File: config.mk
export PLATFORM = sky130hd
export DESIGN_NAME = bounded_deque_engine
export DESIGN_NICKNAME = d
export VERILOG_FILES = /design/src/hw/rtl/bde_pkg.sv /design/src/hw/rtl/bde_ram.sv /design/src/hw/rtl/bde_front.sv /design/src/hw/rtl/bde_cmd_fifo.sv /design/src/hw/rtl/bde_back.sv /design/src/hw/rtl/bounded_deque_engine.sv
export SDC_FILE = /design/constraint.sdc
export NUM_CORES = 1
export LEC_CHECK = 0
export BUFFER_PORTS_ARGS = -buffer_cell sky130_fd_sc_hd__buf_2
export CORE_MARGIN = 4
export CORE_UTILIZATION = 40
export CTS_CLUSTER_SIZE = 30
export DETAILED_ROUTE_END_ITERATION = 6
export PLACE_DENSITY_LB_ADDON = 0.1
export SYNTH_ARGS = -nofsm -noshare
export SYNTH_HDL_FRONTEND = slang
export SYNTH_SLANG_ARGS = --single-unit
File: constraint.sdc
create_clock -name clk -period 4.1 [get_ports clk]
set_input_delay 0.205 -clock clk [delete_from_list [all_inputs] [get_ports clk]]
set_output_delay 0.205 -clock clk [all_outputs]
set_load 0.02 [all_outputs]
File: src/hw/rtl/bde_pkg.sv
// ----------------------------------------------------------------------------
// bde_pkg
// Shared types, sizes and codes for the bounded deque engine.
// ----------------------------------------------------------------------------
package bde_pkg;

  localparam int DEPTH      = 16;                       // ring slots
  localparam int DATA_WIDTH = 32;                       // stored word width
  localparam int SLOT_W     = $clog2(DEPTH);
  localparam int COUNT_W    = 5;                        // entry_count field width
  localparam int POS_W      = 8;                        // position field width
  localparam int IDX_W      = POS_W + 1;                // slot sum before wrap
  localparam int WORD_W     = 32;                       // push_data / result_data width

  // Command queue between front and back; must be at least two entries.
  localparam int QDEPTH  = 4;
  localparam int QPTR_W  = $clog2(QDEPTH);
  localparam int QCNT_W  = $clog2(QDEPTH + 1);

  // Configuration port.
  localparam int REG_IDX_W = 1;
  localparam int ADDR_W    = REG_IDX_W + 2;
  localparam int PDATA_W   = 32;
  localparam logic [REG_IDX_W-1:0] REG_CAPACITY = '0;
  localparam logic [COUNT_W-1:0]   CAP_RESET    = COUNT_W'(16);

  typedef enum logic [1:0] {
    REQ_PUSH_TAIL = 2'd0,
    REQ_PUSH_HEAD = 2'd1,
    REQ_POP_HEAD  = 2'd2,
    REQ_READ_POS  = 2'd3
  } req_t;

  typedef enum logic [1:0] {
    ST_OK        = 2'd0,
    ST_FULL      = 2'd1,
    ST_EMPTY     = 2'd2,
    ST_NOT_FOUND = 2'd3
  } status_t;

  // One classified request, ready for the slot store.
  typedef struct packed {
    logic                  is_write;
    logic                  is_read;
    logic [SLOT_W-1:0]     addr;
    logic [DATA_WIDTH-1:0] wdata;
    status_t               status;
    logic [COUNT_W-1:0]    count;
  } cmd_t;

endpackage

File: src/hw/rtl/bde_ram.sv
// ----------------------------------------------------------------------------
// bde_ram
// Generic simple dual-port RAM: one write port, one read port, registered read.
// ----------------------------------------------------------------------------
module bde_ram #(
  parameter int WIDTH = 32,
  parameter int DEPTH = 16
) (
  input  logic                     clk,
  input  logic                     we,
  input  logic [$clog2(DEPTH)-1:0] waddr,
  input  logic [WIDTH-1:0]         wdata,
  input  logic                     re,
  input  logic [$clog2(DEPTH)-1:0] raddr,
  output logic [WIDTH-1:0]         rdata
);

  logic [WIDTH-1:0] mem [DEPTH];

  always_ff @(posedge clk) begin
    if (we) begin
      mem[waddr] <= wdata;
    end
    if (re) begin
      rdata <= mem[raddr];
    end
  end

endmodule

File: src/hw/rtl/bde_front.sv
// ----------------------------------------------------------------------------
// bde_front
// Accepts requests, keeps the ring pointer, count and capacity register, and
// turns each request into a slot-store command with its final status.
// ----------------------------------------------------------------------------
module bde_front import bde_pkg::*; (
  input  logic                clk,
  input  logic                rst,
  input  logic                in_valid,
  output logic                in_stall,
  input  logic [1:0]          req_type,
  input  logic [WORD_W-1:0]   push_data,
  input  logic [POS_W-1:0]    position,
  input  logic                psel,
  input  logic                penable,
  input  logic                pwrite,
  input  logic [ADDR_W-1:0]   paddr,
  input  logic [PDATA_W-1:0]  pwdata,
  output logic [PDATA_W-1:0]  prdata,
  output logic                pready,
  input  logic                q_full,
  output logic                cmd_push,
  output cmd_t                cmd
);

  logic [SLOT_W-1:0]  front_index, front_index_next;
  logic [COUNT_W-1:0] held_count, held_count_next;
  logic [COUNT_W-1:0] capacity_limit;
  logic [COUNT_W-1:0] limit;
  logic               full_now;
  logic [SLOT_W-1:0]  tail_slot, read_slot, head_prev, head_after;
  logic               accept;
  logic               cfg_write;

  function automatic logic [SLOT_W-1:0] ring_wrap(input logic [IDX_W-1:0] s);
    // Sums whose slot is used stay below twice the ring size.
    if (s >= IDX_W'(DEPTH)) begin
      ring_wrap = SLOT_W'(s - IDX_W'(DEPTH));
    end else begin
      ring_wrap = SLOT_W'(s);
    end
  endfunction

  assign pready    = 1'b1;
  assign cfg_write = psel && penable && pwrite && pready &&
                     (paddr[ADDR_W-1:2] == REG_CAPACITY);
  assign prdata    = (paddr[ADDR_W-1:2] == REG_CAPACITY) ?
                     PDATA_W'(capacity_limit) : '0;

  always_ff @(posedge clk) begin
    if (rst) begin
      capacity_limit <= CAP_RESET;
    end else if (cfg_write) begin
      capacity_limit <= pwdata[COUNT_W-1:0];
    end
  end

  assign limit    = (capacity_limit > COUNT_W'(DEPTH)) ? COUNT_W'(DEPTH) : capacity_limit;
  assign full_now = (held_count >= limit);

  assign tail_slot  = ring_wrap(IDX_W'(front_index) + IDX_W'(held_count));
  assign read_slot  = ring_wrap(IDX_W'(front_index) + IDX_W'(position));
  assign head_prev  = (front_index == '0) ? SLOT_W'(DEPTH - 1) : front_index - SLOT_W'(1);
  assign head_after = (front_index == SLOT_W'(DEPTH - 1)) ? '0 : front_index + SLOT_W'(1);

  always_comb begin
    front_index_next = front_index;
    held_count_next  = held_count;
    cmd.is_write     = 1'b0;
    cmd.is_read      = 1'b0;
    cmd.addr         = front_index;
    cmd.wdata        = DATA_WIDTH'(push_data);
    cmd.status       = ST_OK;
    case (req_t'(req_type))
      REQ_PUSH_TAIL: begin
        if (full_now) begin
          cmd.status = ST_FULL;
        end else begin
          cmd.is_write    = 1'b1;
          cmd.addr        = tail_slot;
          held_count_next = held_count + COUNT_W'(1);
        end
      end
      REQ_PUSH_HEAD: begin
        if (full_now) begin
          cmd.status = ST_FULL;
        end else begin
          cmd.is_write     = 1'b1;
          cmd.addr         = head_prev;
          front_index_next = head_prev;
          held_count_next  = held_count + COUNT_W'(1);
        end
      end
      REQ_POP_HEAD: begin
        if (held_count == '0) begin
          cmd.status = ST_EMPTY;
        end else begin
          cmd.is_read      = 1'b1;
          front_index_next = head_after;
          held_count_next  = held_count - COUNT_W'(1);
        end
      end
      REQ_READ_POS: begin
        if (IDX_W'(position) >= IDX_W'(held_count)) begin
          cmd.status = ST_NOT_FOUND;
        end else begin
          cmd.is_read = 1'b1;
          cmd.addr    = read_slot;
        end
      end
      default: begin
        cmd.status = ST_NOT_FOUND;
      end
    endcase
    cmd.count = held_count_next;
  end

  assign in_stall = q_full;
  assign accept   = in_valid && !in_stall;
  assign cmd_push = accept;

  always_ff @(posedge clk) begin
    if (rst) begin
      front_index <= '0;
      held_count  <= '0;
    end else if (accept) begin
      front_index <= front_index_next;
      held_count  <= held_count_next;
    end
  end

`ifndef SYNTHESIS
  a_count_bound: assert property (@(posedge clk) disable iff (rst)
    held_count <= COUNT_W'(DEPTH))
    else $error("entry count exceeds ring size");

  a_fail_keeps_state: assert property (@(posedge clk) disable iff (rst)
    cmd_push && (cmd.status != ST_OK) |=> $stable(held_count) && $stable(front_index))
    else $error("failed request changed the ring state");
`endif

endmodule

File: src/hw/rtl/bde_cmd_fifo.sv
// ----------------------------------------------------------------------------
// bde_cmd_fifo
// Short queue of classified commands between the front and the back.
// ----------------------------------------------------------------------------
module bde_cmd_fifo import bde_pkg::*; (
  input  logic clk,
  input  logic rst,
  input  logic push,
  input  cmd_t push_cmd,
  output logic full,
  input  logic pop,
  output logic head_valid,
  output cmd_t head_cmd
);

  cmd_t              entries [QDEPTH];
  logic [QPTR_W-1:0] wr_ptr, rd_ptr;
  logic [QCNT_W-1:0] fill;

  assign full       = (fill == QCNT_W'(QDEPTH));
  assign head_valid = (fill != '0);
  assign head_cmd   = entries[rd_ptr];

  always_ff @(posedge clk) begin
    if (push) begin
      entries[wr_ptr] <= push_cmd;
    end
  end

  always_ff @(posedge clk) begin
    if (rst) begin
      wr_ptr <= '0;
      rd_ptr <= '0;
      fill   <= '0;
    end else begin
      if (push) begin
        wr_ptr <= (wr_ptr == QPTR_W'(QDEPTH - 1)) ? '0 : wr_ptr + QPTR_W'(1);
      end
      if (pop) begin
        rd_ptr <= (rd_ptr == QPTR_W'(QDEPTH - 1)) ? '0 : rd_ptr + QPTR_W'(1);
      end
      case ({push, pop})
        2'b10:   fill <= fill + QCNT_W'(1);
        2'b01:   fill <= fill - QCNT_W'(1);
        default: fill <= fill;
      endcase
    end
  end

endmodule

File: src/hw/rtl/bde_back.sv
// ----------------------------------------------------------------------------
// bde_back
// Carries out queued commands on the slot store and holds the result item
// in an output register until it is taken.
// ----------------------------------------------------------------------------
module bde_back import bde_pkg::*; (
  input  logic               clk,
  input  logic               rst,
  input  logic               q_valid,
  input  cmd_t               q_cmd,
  output logic               q_pop,
  output logic               out_valid,
  input  logic               out_stall,
  output logic [1:0]         status,
  output logic [WORD_W-1:0]  result_data,
  output logic [COUNT_W-1:0] entry_count
);

  logic                  s1_valid;
  logic                  s1_read;
  status_t               s1_status;
  logic [COUNT_W-1:0]    s1_count;
  logic                  s1_adv;
  logic                  issue;
  logic [DATA_WIDTH-1:0] rdata;

  // The output register frees up when it is empty or being taken.
  assign s1_adv = s1_valid && (!out_valid || !out_stall);
  assign issue  = q_valid && (!s1_valid || s1_adv);
  assign q_pop  = issue;

  bde_ram #(
    .WIDTH (DATA_WIDTH),
    .DEPTH (DEPTH)
  ) u_slots (
    .clk   (clk),
    .we    (issue && q_cmd.is_write),
    .waddr (q_cmd.addr),
    .wdata (q_cmd.wdata),
    .re    (issue && q_cmd.is_read),
    .raddr (q_cmd.addr),
    .rdata (rdata)
  );

  always_ff @(posedge clk) begin
    if (rst) begin
      s1_valid <= 1'b0;
    end else if (issue) begin
      s1_valid <= 1'b1;
    end else if (s1_adv) begin
      s1_valid <= 1'b0;
    end
  end

  always_ff @(posedge clk) begin
    if (issue) begin
      s1_read   <= q_cmd.is_read;
      s1_status <= q_cmd.status;
      s1_count  <= q_cmd.count;
    end
  end

  always_ff @(posedge clk) begin
    if (rst) begin
      out_valid <= 1'b0;
    end else if (s1_adv) begin
      out_valid <= 1'b1;
    end else if (!out_stall) begin
      out_valid <= 1'b0;
    end
  end

  // The read data stays put while a read waits in s1, since nothing issues.
  always_ff @(posedge clk) begin
    if (s1_adv) begin
      status      <= s1_status;
      result_data <= s1_read ? WORD_W'(rdata) : '0;
      entry_count <= s1_count;
    end
  end

`ifndef SYNTHESIS
  a_fail_no_data: assert property (@(posedge clk) disable iff (rst)
    out_valid && (status != ST_OK) |-> (result_data == '0))
    else $error("failed request carries data");

  a_empty_count: assert property (@(posedge clk) disable iff (rst)
    out_valid && (status == ST_EMPTY) |-> (entry_count == '0))
    else $error("empty status with nonzero count");

  a_s1_holds: assert property (@(posedge clk) disable iff (rst)
    s1_valid && out_valid && out_stall |=> s1_valid && $stable(s1_count))
    else $error("stage one lost a command under stall");
`endif

endmodule

File: src/hw/rtl/bounded_deque_engine.sv
// ----------------------------------------------------------------------------
// bounded_deque_engine
// Bounded double-ended queue of data words held in a ring of slots.
// ----------------------------------------------------------------------------
//  channel  | handshake                | payload
//  ---------+--------------------------+-----------------------------------
//  request  | in_valid / in_stall      | req_type, push_data, position
//  result   | out_valid / out_stall    | status, result_data, entry_count
//  config   | psel penable pwrite ...  | paddr, pwdata, prdata (capacity)
//
// One item is accepted per cycle while the command queue is not full; its
// result passes the command queue, the RAM read stage and the output register.
// Reset clears the ring pointer and count and sets the capacity to 16; the
// slot RAM is not cleared. The front stalls only when the command queue is
// full, so a held result stalls input after the queue fills.
// ----------------------------------------------------------------------------
module bounded_deque_engine import bde_pkg::*; (
  input  logic               clk,
  input  logic               rst,
  input  logic               in_valid,
  output logic               in_stall,
  input  logic [1:0]         req_type,
  input  logic [WORD_W-1:0]  push_data,
  input  logic [POS_W-1:0]   position,
  output logic               out_valid,
  input  logic               out_stall,
  output logic [1:0]         status,
  output logic [WORD_W-1:0]  result_data,
  output logic [COUNT_W-1:0] entry_count,
  input  logic               psel,
  input  logic               penable,
  input  logic               pwrite,
  input  logic [ADDR_W-1:0]  paddr,
  input  logic [PDATA_W-1:0] pwdata,
  output logic [PDATA_W-1:0] prdata,
  output logic               pready
);

  logic cmd_push;
  cmd_t cmd;
  logic q_full;
  logic q_pop;
  logic q_valid;
  cmd_t q_cmd;

  bde_front u_front (
    .clk       (clk),
    .rst       (rst),
    .in_valid  (in_valid),
    .in_stall  (in_stall),
    .req_type  (req_type),
    .push_data (push_data),
    .position  (position),
    .psel      (psel),
    .penable   (penable),
    .pwrite    (pwrite),
    .paddr     (paddr),
    .pwdata    (pwdata),
    .prdata    (prdata),
    .pready    (pready),
    .q_full    (q_full),
    .cmd_push  (cmd_push),
    .cmd       (cmd)
  );

  bde_cmd_fifo u_queue (
    .clk        (clk),
    .rst        (rst),
    .push       (cmd_push),
    .push_cmd   (cmd),
    .full       (q_full),
    .pop        (q_pop),
    .head_valid (q_valid),
    .head_cmd   (q_cmd)
  );

  bde_back u_back (
    .clk         (clk),
    .rst         (rst),
    .q_valid     (q_valid),
    .q_cmd       (q_cmd),
    .q_pop       (q_pop),
    .out_valid   (out_valid),
    .out_stall   (out_stall),
    .status      (status),
    .result_data (result_data),
    .entry_count (entry_count)
  );

endmodule

==> results.md, run 1 <==
Floorplan:
- Measured along the y axis, the die boundary spans 290.1 um.
- The die covers 84,150 um2.
- The die outline width is between 200 and 300 um.
- The number of core rows is 103.
- Pin placement for this block handled 158 I/O pins.
- For this configuration, the core starts out at a cell density of 40.36%.
- The core region area is 78,870 um2.

Cells and area:
- The count of antenna diodes in the layout is 0.
- The utilization after layout is 46.70%.
- In the final layout, the share of cells above drive strength 1 is 17.46%.
- The final-stage net count is 2,081.
- The non-filler instance count after layout is 3,083.
- Compared with the post-synthesis result, the final layout area differs by 15.72%.
- The finished cells cover 36,840 um2.

Global routing:
- The global-route usage over all layers is 16.09%.
- In the global route stage, met3 resource usage came out at 2.373%.
- Entering global routing, the biggest net connects 97 pins.
- The number of global-route vias before repair is 16.42k.
- The initial antenna violation count was 0.
- The met1 global-route usage is 22.04%.
- Summed over all layers, the global routing overflow is 0.
- The first global-routing pass estimated roughly 100 mm of wire.
- In the global route stage, met2 resource usage came out at a little over a quarter.
- The routing layer with the top usage in global route is met2.

Clock network:
- The register clock-pin slew on the reported worst setup and hold paths is 60 ps.
- At the later pin of the worst-skew pair, clock insertion delay measures 640 ps.
- The CTS buffer count is 84.
- No sink is reached through more buffers than the 3 on the longest clock path.
- The number of resized instances in the post-cts repair step is 0.
- The cell at the root of the clock tree is clkbuf_16.
- The H-tree depth is 3.
- The number of sinks on the clock net is 796.
- TritonCTS built the clock tree.

Place:
- The post-placement setup slack is just over 800 ps.
- Counting tap cells, the placed design contains a total of 2,893 instances.
- The global placement routability congestion is about 0.76.
- Input and output buffers added on the ports amount to 100.
- In this run the cell area measured after placement is 33,850 um2.
- Detailed placement ended at an HPWL of 39.65 mm.

Setup path:
- The endpoint identified for the worst register-to-register timing path is u_back.u_slots.mem[3][23]$_DFFE_PP_.
- STA classifies the critical path endpoint as a flop.
- The endpoint arrival time on the critical path is 3550 ps.
- Data on the critical path is required at its endpoint by 4400 ps.
- The maximum fanout along the worst path is 39.
- The launching element type of the critical path is a flop.
- For the worst flop-to-flop path, the logic depth is 6.
- The category of the most critical setup path is flop to flop.
- The reg-to-reg setup timing slack is 860 ps.

Timing:
- The final critical path takes up 79.10% of the cycle.
- At the pin with the least slew margin, the transition time is 1060 ps.
- The hold violation count in the final report is 0.
- The final count of negative-setup-slack endpoints is 0.
- The final number of max-transition violations is 0.
- Measured against its own limit, the worst slew margin works out to 28.86%.
- The clock period minus final worst setup slack is between 3000 and 4000 ps.
- The summed negative setup slack over all endpoints is 0 ps.
- Setup repair after global routing left no endpoint under its margin.
- The upper clock frequency limit is around 300 MHz.
- For the final database, setup skew stands at 25.78 ps.
- The least setup slack across all paths after layout is 857.1 ps.

Power and ir drop:
- Summed over all nets, the switching power comes to 0.008089 W.
- Power spread over the standard cell area amounts to 697.8 nW/um2.
- The part of the power in combinational logic is 28.6%.
- The share of total power dissipated in sequential elements is 43.6%.
- The worst ir drop on vdd is 0.4748 mV.
- In this run switching power makes up 31.47% of total power.
- The internal portion of total power is between 0.015 and 0.02 W.
- The clock network power share is 27.8%.
- Summed over all cells, the static leakage comes to around 13 nW.

Logic synthesis:
- The sequential-to-total area share from yosys stat is about three quarters.
- The area share of the largest cell type after synthesis is 72.74%.
- The post-synthesis instance area is ~32,000 um2.
- After synthesis, the cell types taking the most area are edfxtp_1 (73%), mux2i_1 (8.4%), mux4_2 (3.1%).
- Yosys mapped the design onto 56 distinct sky130hd cell types.
- The average instance in the mapped netlist occupies 17.77 um2.
- The cell accounting for the most synthesized area is edfxtp_1.
- The flop and latch count out of synthesis is around 800.
- The dominant register cell in the synthesized netlist is edfxtp_1.
- The post-synthesis cell count is 1,791.
- The fraction of synthesis flops using an asynchronous set or reset pin is 0%.
- The number of flops mapped to enable cells by yosys is 771.
- For this run, the number of Yosys warnings is 0.

Detailed routing:
- After detailed routing, the total wire length is ~70 mm.
- The detail route stage leaves a number of antenna-violating nets equal to 0.
- The routed layout has roughly 16k vias.
- The detailed router finished its first iteration with approximately 1,000 violations.
- The vias per cell is 5.166.
- The average wire length per cell after detail routing is around 22 um.
- The first detailed-routing pass ran for 5 iterations.
- The DRC violation count after routing is 0.

Min path:
- The worst hold path belongs to the class input pin to flop.
- The worst hold path passes through 2 cells.
- The sink of the worst hold path is u_front.capacity_limit[2]$_SDFFE_PP0P_.
- The worst hold path begins at rst.

Run status:
- The run finished with clean final reports.

Flow run:
- The number of violations of the max-capacitance limit is 0.
[kinds of logic (layout without fill, tap and decap cells)]
logic type,after synthesis,in the layout,share of synthesized area [%]
buf+inv,142,358,2.657
simple gates,227,227,3.620
fa+ha+maj,30,30,1.250
xor+xnor,8,8,0.2201
flops,796,796,74.31
other cells,2,28,0.02359
compound gates,242,242,5.244
mux,344,344,12.68
[timing repair]
item | 4_1_cts | 5_1_grt
hold buffers | 38 | 0
setup buffers | 0 | 0
hold endpoints to repair | 135 | 0
[critical path, stage by stage, from the launching register on]
cell and delay, ps:
dfxtp_4 550, mux2_8 580, clkinv_1 130, buf_4 220, nand4_1 450, nor2_4 650, buf_12 300
[power groups by stage]
stage                     combinational [W]  clock (W)  sequential, W
after floorplan                     0.00505          0         0.0114
after global placement              0.00737          0         0.0114
after detailed placement            0.00747          0         0.0114
after CTS                           0.00752    0.00737         0.0112
after global routing                0.00800    0.00769         0.0113
final                               0.00735    0.00715         0.0112
[final cells by class]
type | instances | area, um2
clock buffers | 109 | 2247
clock inverters | 43 | 357.8
fillers | 6772 | 42040
inverters | 20 | 75.07
repair buffers | 186 | 1579
multi-input cells | 879 | 7605
well taps | 1050 | 1314
flip-flops and latches | 796 | 23660
[stage by stage]
stage          power, W  hold slack (ps)
4_1_cts         0.02612            12.60
3_3_place_gp    0.01873            408.1
3_5_place_dp    0.01886            404.5
5_1_grt         0.02698            51.87
6_report        0.02571            36.89
2_1_floorplan   0.01647            303.9
[registers in the layout (all words and copies together), names as in the netlist, named ones only]
name                    count
u_front.front_index         4
u_queue.wr_ptr              2
u_back.s1_count             5
u_back.s1_status            2
u_back.u_slots.mem        512
u_front.held_count          5
u_back.s1_read              1
u_back.status               2
u_queue.fill                3
u_back.entry_count          5
u_back.result_data         32
u_back.s1_valid             1
u_queue.entries           180
u_back.u_slots.rdata       32
u_queue.rd_ptr              2
u_back.out_valid            1
u_front.capacity_limit      5
[per-layer routing]
layer	vias up	routed length (um)
li1	7374	-
met1	8196	31620
met2	275	33740
met3	82	2431
met4	0	1259
met5	-	0
[synthesized netlist by cell type, drive strengths merged (27+ instances only)]
cell / instances
edfxtp: 771
mux2i: 267
nor2: 83
buf: 82
and2: 69
a21oi: 54
mux4: 44
clkbuf: 40
a211oi: 34
a22oi: 33
mux2: 33
o211ai: 33
a211o: 32
ha: 27
[placed cells by master, fill, tap and decap left out, types with 24 or more instances in the layout]
cell / synthesis / layout
nor2_1: 82 / 65
ha_1: 27 / 27
clkbuf_16: 0 / 85
and2_1: 60 / 55
o211ai_1: 33 / 33
a211oi_1: 34 / 34
a21oi_1: 54 / 54
conb_1: 2 / 28
mux2i_1: 267 / 267
buf_2: 22 / 100
dlygate4sd3_1: 0 / 38
edfxtp_1: 771 / 771
a22oi_1: 33 / 33
a211o_1: 32 / 32
buf_12: 0 / 27
mux4_2: 44 / 43
nand2_1: 25 / 24
[worst max-delay path by stage]
| stage | startpoint | end | slack, ps | cells after the start |
|---|---|---|---|---|
| detailed placement | flop | u_back.u_slots.mem[3][23]$_DFFE_PP_ | 810 | 6 |
| floorplan | u_back.out_valid$_SDFFE_PP0P_ | u_back.entry_count[0]$_DFFE_PP_ | 350 | 1 |
| CTS | flop | u_back.u_slots.mem[3][23]$_DFFE_PP_ | 800 | 6 |
| global route | u_front.held_count[0]$_SDFFE_PP0P_ | u_queue.entries[3][39]$_DFFE_PP_ | 670 | 8 |
| finish | flop | u_back.u_slots.mem[3][23]$_DFFE_PP_ | 860 | 6 |
| global placement | flop | u_back.u_slots.mem[3][24]$_DFFE_PP_ | 870 | 6 |
Power figures use the tool's default switching activity.
==> inputs of run 2 (changes only) <==
Clock period 4.1 ns to 3.07 ns, I/O delays scaled along.
==> results.md, run 2 (synthesis gave the netlist of run 1 again) <==
Run status:
- The run finished with clean final reports.

Clock network:
- The number of sinks on the clock net is slightly below 800.
- Clock latency on the worst-skew pair, taken at its later pin, is between 600 and 700 ps.
- No sink is reached through more buffers than the 3 on the longest clock path.
- The CTS buffer count is 86.
- Clock-pin slew was measured on the worst setup and hold paths at 60 ps.
- TritonCTS built the clock tree.
- The number of setup buffers added after CTS is 0.
- The cell at the root of the clock tree is clkbuf_16.
- The H-tree was split into 3 levels.

Floorplan:
- The floorplan step defined a core boundary enclosing 78,870 um2.
- 158 I/O pins were placed.
- In this run the vertical extent of the chip is between 200 and 300 um.
- The total die area is 84,150 um2.
- The initial utilization of the core area, before any placement, comes to 40.36%.
- The number of core rows is 103.
- The die outline width is 290.1 um.

Setup path:
- The worst setup path is of the flop to flop kind.
- Traced cell by cell, the critical path runs through inv_1 -> ha_1 -> a21o_1 -> a31oi_1 -> o21ai_1 -> or2_2 -> nor2_1 -> a2111oi_1 -> buf_4.
- The endpoint arrival time on the critical path is between 3000 and 4000 ps.
- For this run, the slowest stage of the critical path takes 590 ps.
- STA classifies the critical path startpoint as a flop.
- Data on the critical path is required at its endpoint by between 3000 and 4000 ps.
- The slowest stage cell on the critical path is o21ai_1.
- The maximum fanout along the worst path is 9.
- The kind of end point of the critical path is a flop.

Timing:
- Setup repair after global routing left no endpoint under its margin.
- After layout, the worst path uses between 90% and 100% of the clock period.
- In this run the tightest slew margin relative to its limit is 27.36%.
- The final count of negative-setup-slack endpoints is 0.
- For the finished layout, the period the worst path requires is roughly 2800 ps.
- The hold violation count in the final report came to 0.
- The worst clock skew is 24.88 ps.
- The final number of max-transition violations came to 0.
- The slew at the pin closest to its max-slew limit is 1087 ps.
- Derived from the worst setup path, the maximum achievable clock frequency is 352.4 MHz.

Detailed routing:
- The DRC violation count after routing is 0.
- The number of routed nets with antenna violations is 0.
- The routed wire length is around 70 mm.
- Dividing the detail-routed wire length by the instance count gives roughly 22 um.
- The first TritonRoute pass finished after 5 iterations.
- Using the TritonRoute via totals, the vias-per-cell ratio works out to ~5.2.
- The final route contains 16.15k vias.
- The number of DRC violations after detailed-routing iteration 0 is about 1.1k.

Place:
- After detailed placement, the design holds a cell count of 2,927.
- Routability-driven placement finished with a final weighted congestion of 0.7852.
- The total of buffers placed on input and output ports is 100.
- The half-perimeter wire length of the detailed placement result is 40.94 mm.

Flow run:
- Max-cap violations in this run came to 0.

Cells and area:
- Leaving out fill and tap cells, the most frequent cell in the layout is edfxtp_1.
- The final-stage net count is between 2k and 2.5k.
- Counting flops per register, the top entry is u_back.u_slots.mem.
- In the final layout, the share of cells above drive strength 1 is 18.90%.
- Leaving out fill and tap cells, the most frequent cells in the layout are edfxtp_1 (771), mux2i_1 (267), buf_2 (100).
- The flip-flop count of the largest register after layout is 512.
- The count of antenna diodes in the layout is 0.
- The number of filler cells placed in the layout is 6,775.
- After the flow finishes, the layout carries non-filler instances totaling approximately 3.1k.
- The largest registers in the layout are u_back.u_slots.mem (512), u_queue.entries (180).
- Compared with the post-synthesis result, the final layout area differs by 17.23%.

Power and ir drop:
- The static leakage is approximately 13 nW.
- The power density over cell area is about 930 nW/um2.
- IR analysis of the VDD net gives a maximum drop of roughly 0.54 mV.
- Total power for the finished layout comes to between 0.03 and 0.04 W.

Global routing:
- The initial antenna violation count was 0.
- Summed over all layers, the global routing overflow is 0.
- The global-route usage over all layers is between 10% and 20%.
- Entering global routing, the biggest net connects 54 pins.
- The number of global-route vias before repair is 16.69k.
- The first global-routing pass estimated between 100 and 150 mm of wire.

Min path:
- The tightest min-delay check is of the input pin to flop type.
-- run 2: cell count changes in the layout (fill, tap and decap cells not counted), moves of 2 or more --
cell | before | now
buf_4 | 21 | 44
buf_12 | 27 | 38
dlygate4sd3_1 | 38 | 44
clkbuf_1 | 21 | 18
clkbuf_16 | 85 | 88
clkinv_2 | 13 | 16
clkinv_8 | 3 | 1
inv_6 | 2 | 4
-- run 2: final cells by class --
type                            count  area (um2)  area share, %
Clock buffer                      108        2297          6.156
Clock inverter                     45       334.1         0.8953
Inverter                           20       75.07         0.2012
Multi-Input combinational cell    879        7606          20.38
Sequential cell                   796       23660          63.40
Timing Repair Buffer              226        2032          5.445
Tap cell                         1050        1314          3.521
-- run 2: worst paths after layout --
check / start / to / slack, ps / cells past startpoint
setup / recovery: u_front.held_count[2]$_SDFFE_PP0P_ / u_queue.entries[2][39]$_DFFE_PP_ / 230 / 9
hold / removal: in_valid / u_front.held_count[2]$_SDFFE_PP0P_ / 60 / 4
setup reg to reg: u_front.held_count[2]$_SDFFE_PP0P_ / u_queue.entries[2][39]$_DFFE_PP_ / 230 / 9
hold reg to reg: u_back.s1_count[0]$_DFFE_PP_ / u_back.entry_count[0]$_DFFE_PP_ / 420 / 0
-- run 2: power by group --
| group | internal (W) | switching, W |
|---|---|---|
| Sequential | 0.0146 | 0.000390 |
| Clock | 0.00562 | 0.00407 |
| Combinational | 0.00383 | 0.00638 |
| Total | 0.0240 | 0.0108 |
-- run 2: repair_timing --
item	4_1_cts	5_1_grt
endpoints found under the setup margin	0	4
endpoints found under the hold margin	140	0
hold buffers	44	0
resized for setup	0	1
-- run 2: layer usage --
metal	track usage [%]	wire length (um)	vias up
li1	-	-	7456
met1	22.67	32010	8325
met2	27.54	34500	279
met3	2.365	2342	85
met4	3.898	1039	0
met5	0	0	-
-- run 2: worst max-delay path, delay by kind of cell, from the launching register on --
family	cells	cell delay, ps
compound gates	4	1140
fa+ha+maj	1	320
buf+inv	2	370
flops	1	530
simple gates	2	330
-- run 2: through the flow --
stage	cell area (um2)	util [%]	setup TNS (ps)	setup slack, ps	hold WS, ps
2_1_floorplan	31950	-	-101750	-397.5	252.4
3_3_place_gp	34240	43.42	0	189.0	365.0
3_5_place_dp	34240	43.42	0	168.3	371.9
4_1_cts	37310	47.31	0	134.9	32.66
5_1_grt	37320	47.31	0	27.14	76.51
6_report	37320	47.31	0	232.5	63.95
==> inputs of run 3 (changes only) <==
Settings changed: ABC_AREA set to 1, CELL_PAD_IN_SITES_DETAIL_PLACEMENT set to 1, CELL_PAD_IN_SITES_GLOBAL_PLACEMENT set to 1, PLACE_DENSITY_LB_ADDON 0.1 to 0.3.
==> results.md, run 3 <==
Place:
- Buffers placed on the I/O ports in this run total 100.
- The half-perimeter wire length of the detailed placement result is 51.93 mm.
- Routability-driven placement finished with a final weighted congestion of 0.7851.

Floorplan:
- The core region area is 83,560 um2.
- Once the floorplan was initialized, standard cells occupied slightly above 40% of the core.
- In this run the vertical extent of the chip is 298.0 um.
- The die outline width is 298.0 um.
- 158 I/O pins were placed.
- The total die area is 88,820 um2.
- The initialized floorplan defines between 100 and 150 standard-cell rows.

Clock network:
- The clock insertion delay at the later pin of the skew report is between 600 and 700 ps.
- TritonCTS built the clock tree.
- The root buffer cell chosen for the clock tree is clkbuf_16.
- The H-tree was split into 3 levels.
- The total setup buffers inserted after CTS is 0.
- The number of sinks on the clock net is slightly below 800.
- The clock passes through at most 3 buffers.
- After clock tree synthesis, the clock-pin slew on the worst setup and hold paths is roughly 60 ps.
- The CTS buffer count is 88.

Setup path:
- The delay contributed by the slowest stage of the critical path is 550 ps.
- For the worst setup path, the data arrival time is 3080 ps.
- The required time of the critical path is between 3000 and 4000 ps.
- The signal on the critical path passes through inv_4 -> nand2_2 -> nand3_4 -> nand2_8 -> nand3_2 -> nor2_4 -> buf_4.
- The maximum fanout along the worst path is 40.
- The category of the most critical setup path is flop to flop.
- The kind of end point of the critical path is a flop.
- The slowest stage cell on the critical path is dfxtp_2.
- STA classifies the critical path startpoint as a flop.

Power and ir drop:
- Sequential cells burn a little under two fifths of the power.
- The internal portion of total power is ~0.026 W.
- The clock network power share is 23.9%.
- The static leakage is roughly 16 nW.
- The worst ir drop on vdd is 1.269 mV.
- The part of the power in combinational logic is between 30% and 40%.
- The analysis attributes to net switching a power of 0.01722 W.
- The switching portion of total power is 40.08%.
- Power spread over the standard cell area amounts to ~1100 nW/um2.
- The design draws 0.04296 W.

Detailed routing:
- After detailed routing, the average wire length per cell comes to 20.94 um.
- The routed wire length is slightly above 90 mm.
- The number of DRC violations after detailed-routing iteration 0 is ~1.7k.
- For this run, design rule violations remaining after detail routing come to 0.
- Dividing the detail-routed via count by the number of cells gives roughly 5.2.
- The number of routed nets with antenna violations is 0.
- The via count of the routed design is 23.09k.
- The number of iterations in the first detailed-routing pass is 5.

Timing:
- The worst path uses 91.17% of the clock period.
- Setup repair after global routing left no endpoint under its margin.
- The final number of max-transition violations is 0.
- For the final database, setup skew stands at 28.05 ps.
- For the pin with the worst max-slew slack, the measured transition is 947.0 ps.
- The clock period minus final worst setup slack is 2799 ps.
- Final hold analysis gives a worst-case slack of 56.80 ps.
- The hold violation count in the final report is 0.
- The worst slew margin relative to its limit is about 37%.
- Setup violations remaining at the end of the flow were counted as 0.
- Based on the critical path, the design can be clocked at up to 357.3 MHz.

Logic synthesis:
- In the synthesized netlist the dominant register cell turns out to be edfxtp_1.
- The area share of the largest cell type after synthesis is 68.81%.
- The cell accounting for the most synthesized area is edfxtp_1.
- Ranked by instance count, the synthesized netlist is headed by nand2_1 (1,261), edfxtp_1 (771), nand3_1 (299).
- Yosys attributes the largest share of cell area to edfxtp_1 (69%), nand2_1 (14%), nand3_1 (4.4%).
- The count of cell types in the netlist is 35.
- The flop and latch count out of synthesis is 796.
- For this run, the number of Yosys warnings is 0.
- For this run, asynchronously set or reset flops after synthesis account for 0%.
- The synthesized design contains 771 enable-type register cells.
- The average instance in the mapped netlist occupies 10.88 um2.
- For this run, the register share of the synthesized area comes to 70.29%.
- Summing every instance area after synthesis gives between 30,000 and 40,000 um2.
- The post-synthesis cell count is 3,092.
- The most common cell in the synthesized netlist is nand2_1.

Cells and area:
- Cells with a size suffix above 1 make up 10.72% of the layout.
- The flip-flop count of the largest register after layout is 512.
- More flip-flops sit in one register than any other, and that register is u_back.u_slots.mem.
- The area used by multi-input combinational logic is approximately 8700 um2.
- The number of filler cells placed in the layout is roughly 9k.
- The final-stage net count is 3,372.
- From synthesis to final layout, the design area changed by 16.03%.
- The largest registers in the layout are u_back.u_slots.mem (512), u_queue.entries (180).
- Leaving out fill and tap cells, the most frequent cells in the layout are nand2_1 (1,260), edfxtp_1 (771), nand3_1 (297).
- The library cell used most frequently in the layout, excluding fill and tap cells, is nand2_1.
- Summing all flip-flop and latch instances after layout gives 23,650 um2.

Min path:
- The path class of the tightest hold or removal check is input pin to flop.

Global routing:
- The number of global-route vias before repair is 25.15k.
- The global route total overflow is 0.
- The first-pass GRT wire length is ~140 mm.
- The initial antenna violation count is 4.
- In the global route stage, overall resource usage came out at 20.65%.
- The pin count of the biggest net entering global routing is 129.

Run status:
- The run finished with clean final reports.

Flow run:
- Max-cap violations in this run came to 0.
-- run 3: cell count changes after synthesis, moves of 36 or more --
cell,change
nand3_1,+291
mux2i_1,-267
o22ai_1,+36
and2_1,-60
nand2_1,+1236
inv_1,+144
o21ai_0,+90
nor2_1,+49
buf_2,+87
mux4_2,-44
-- run 3: power groups by stage --
stage / clock network, W / logic [W] / registers [W]
floorplan: 0 / 0.0103 / 0.0162
global placement: 0 / 0.0161 / 0.0160
detailed placement: 0 / 0.0168 / 0.0161
CTS: 0.0105 / 0.0170 / 0.0159
global route: 0.0110 / 0.0188 / 0.0160
finish: 0.0103 / 0.0168 / 0.0159
-- run 3: kinds of logic after synthesis --
group                    share of synthesized area, %
AND/OR/NAND/NOR                                 20.46
flip-flops                                      70.29
buffers and inverters                           4.841
AO/OA/AOI/OAI                                   2.941
adder cells (fa/ha/maj)                         1.182
XOR/XNOR                                       0.2603
other                                         0.02232
-- run 3: final cells by class --
cell class	count	area share (%)
Timing Repair Buffer	240	4.916
Antenna cell	2	0.01282
Tap cell	1080	3.461
Inverter	168	1.628
Clock buffer	108	5.887
Sequential cell	796	60.59
Multi-Input combinational cell	1964	22.24
Clock inverter	54	1.272
-- run 3: critical path, delay by kind of cell (launching register included) --
family,cells,cell delay [ps]
AND/OR/NAND/NOR,5,1260
buffers and inverters,2,620
flip-flops,1,550
-- run 3: final timing paths --
kind,start,to,slack (ps),cells past startpoint
min reg2reg,u_back.s1_status[1]$_DFFE_PP_,u_back.status[1]$_DFFE_PP_,420,0
max reg2reg,flop,u_back.u_slots.mem[14][7]$_DFFE_PP_,270,7
min,req_type[1],u_front.held_count[0]$_SDFFE_PP0P_,60,6
max,flop,u_back.u_slots.mem[14][7]$_DFFE_PP_,270,7
-- run 3: metrics by stage --
stage	instance area [um2]	TNS, ps	std cells	utilization (%)	setup WS (ps)
6_report	39040	0	4412	46.73	271.2
2_1_floorplan	33770	-36820	3118	-	-108.3
5_1_grt	39040	0	4411	46.72	31.24
3_3_place_gp	35810	0	4206	42.86	235.5
4_1_cts	39030	0	4410	46.71	48.86
3_5_place_dp	35810	0	4206	42.86	85.64
-- run 3: routing by layer --
metal | vias to the layer above | GRT usage [%] | wire length, um
met3 | 127 | 2.922 | 4767
met4 | 0 | 6.236 | 2076
met2 | 562 | 36.85 | 46990
li1 | 10706 | - | -
met5 | - | 0 | 0
met1 | 11691 | 26.17 | 38540
-- run 3: what timing repair did --
action / in CTS / in global routing
gates resized for setup: 0 / 2
hold endpoints to repair: 142 / 0
hold buffers: 42 / 0
setup endpoints to repair: 0 / 99
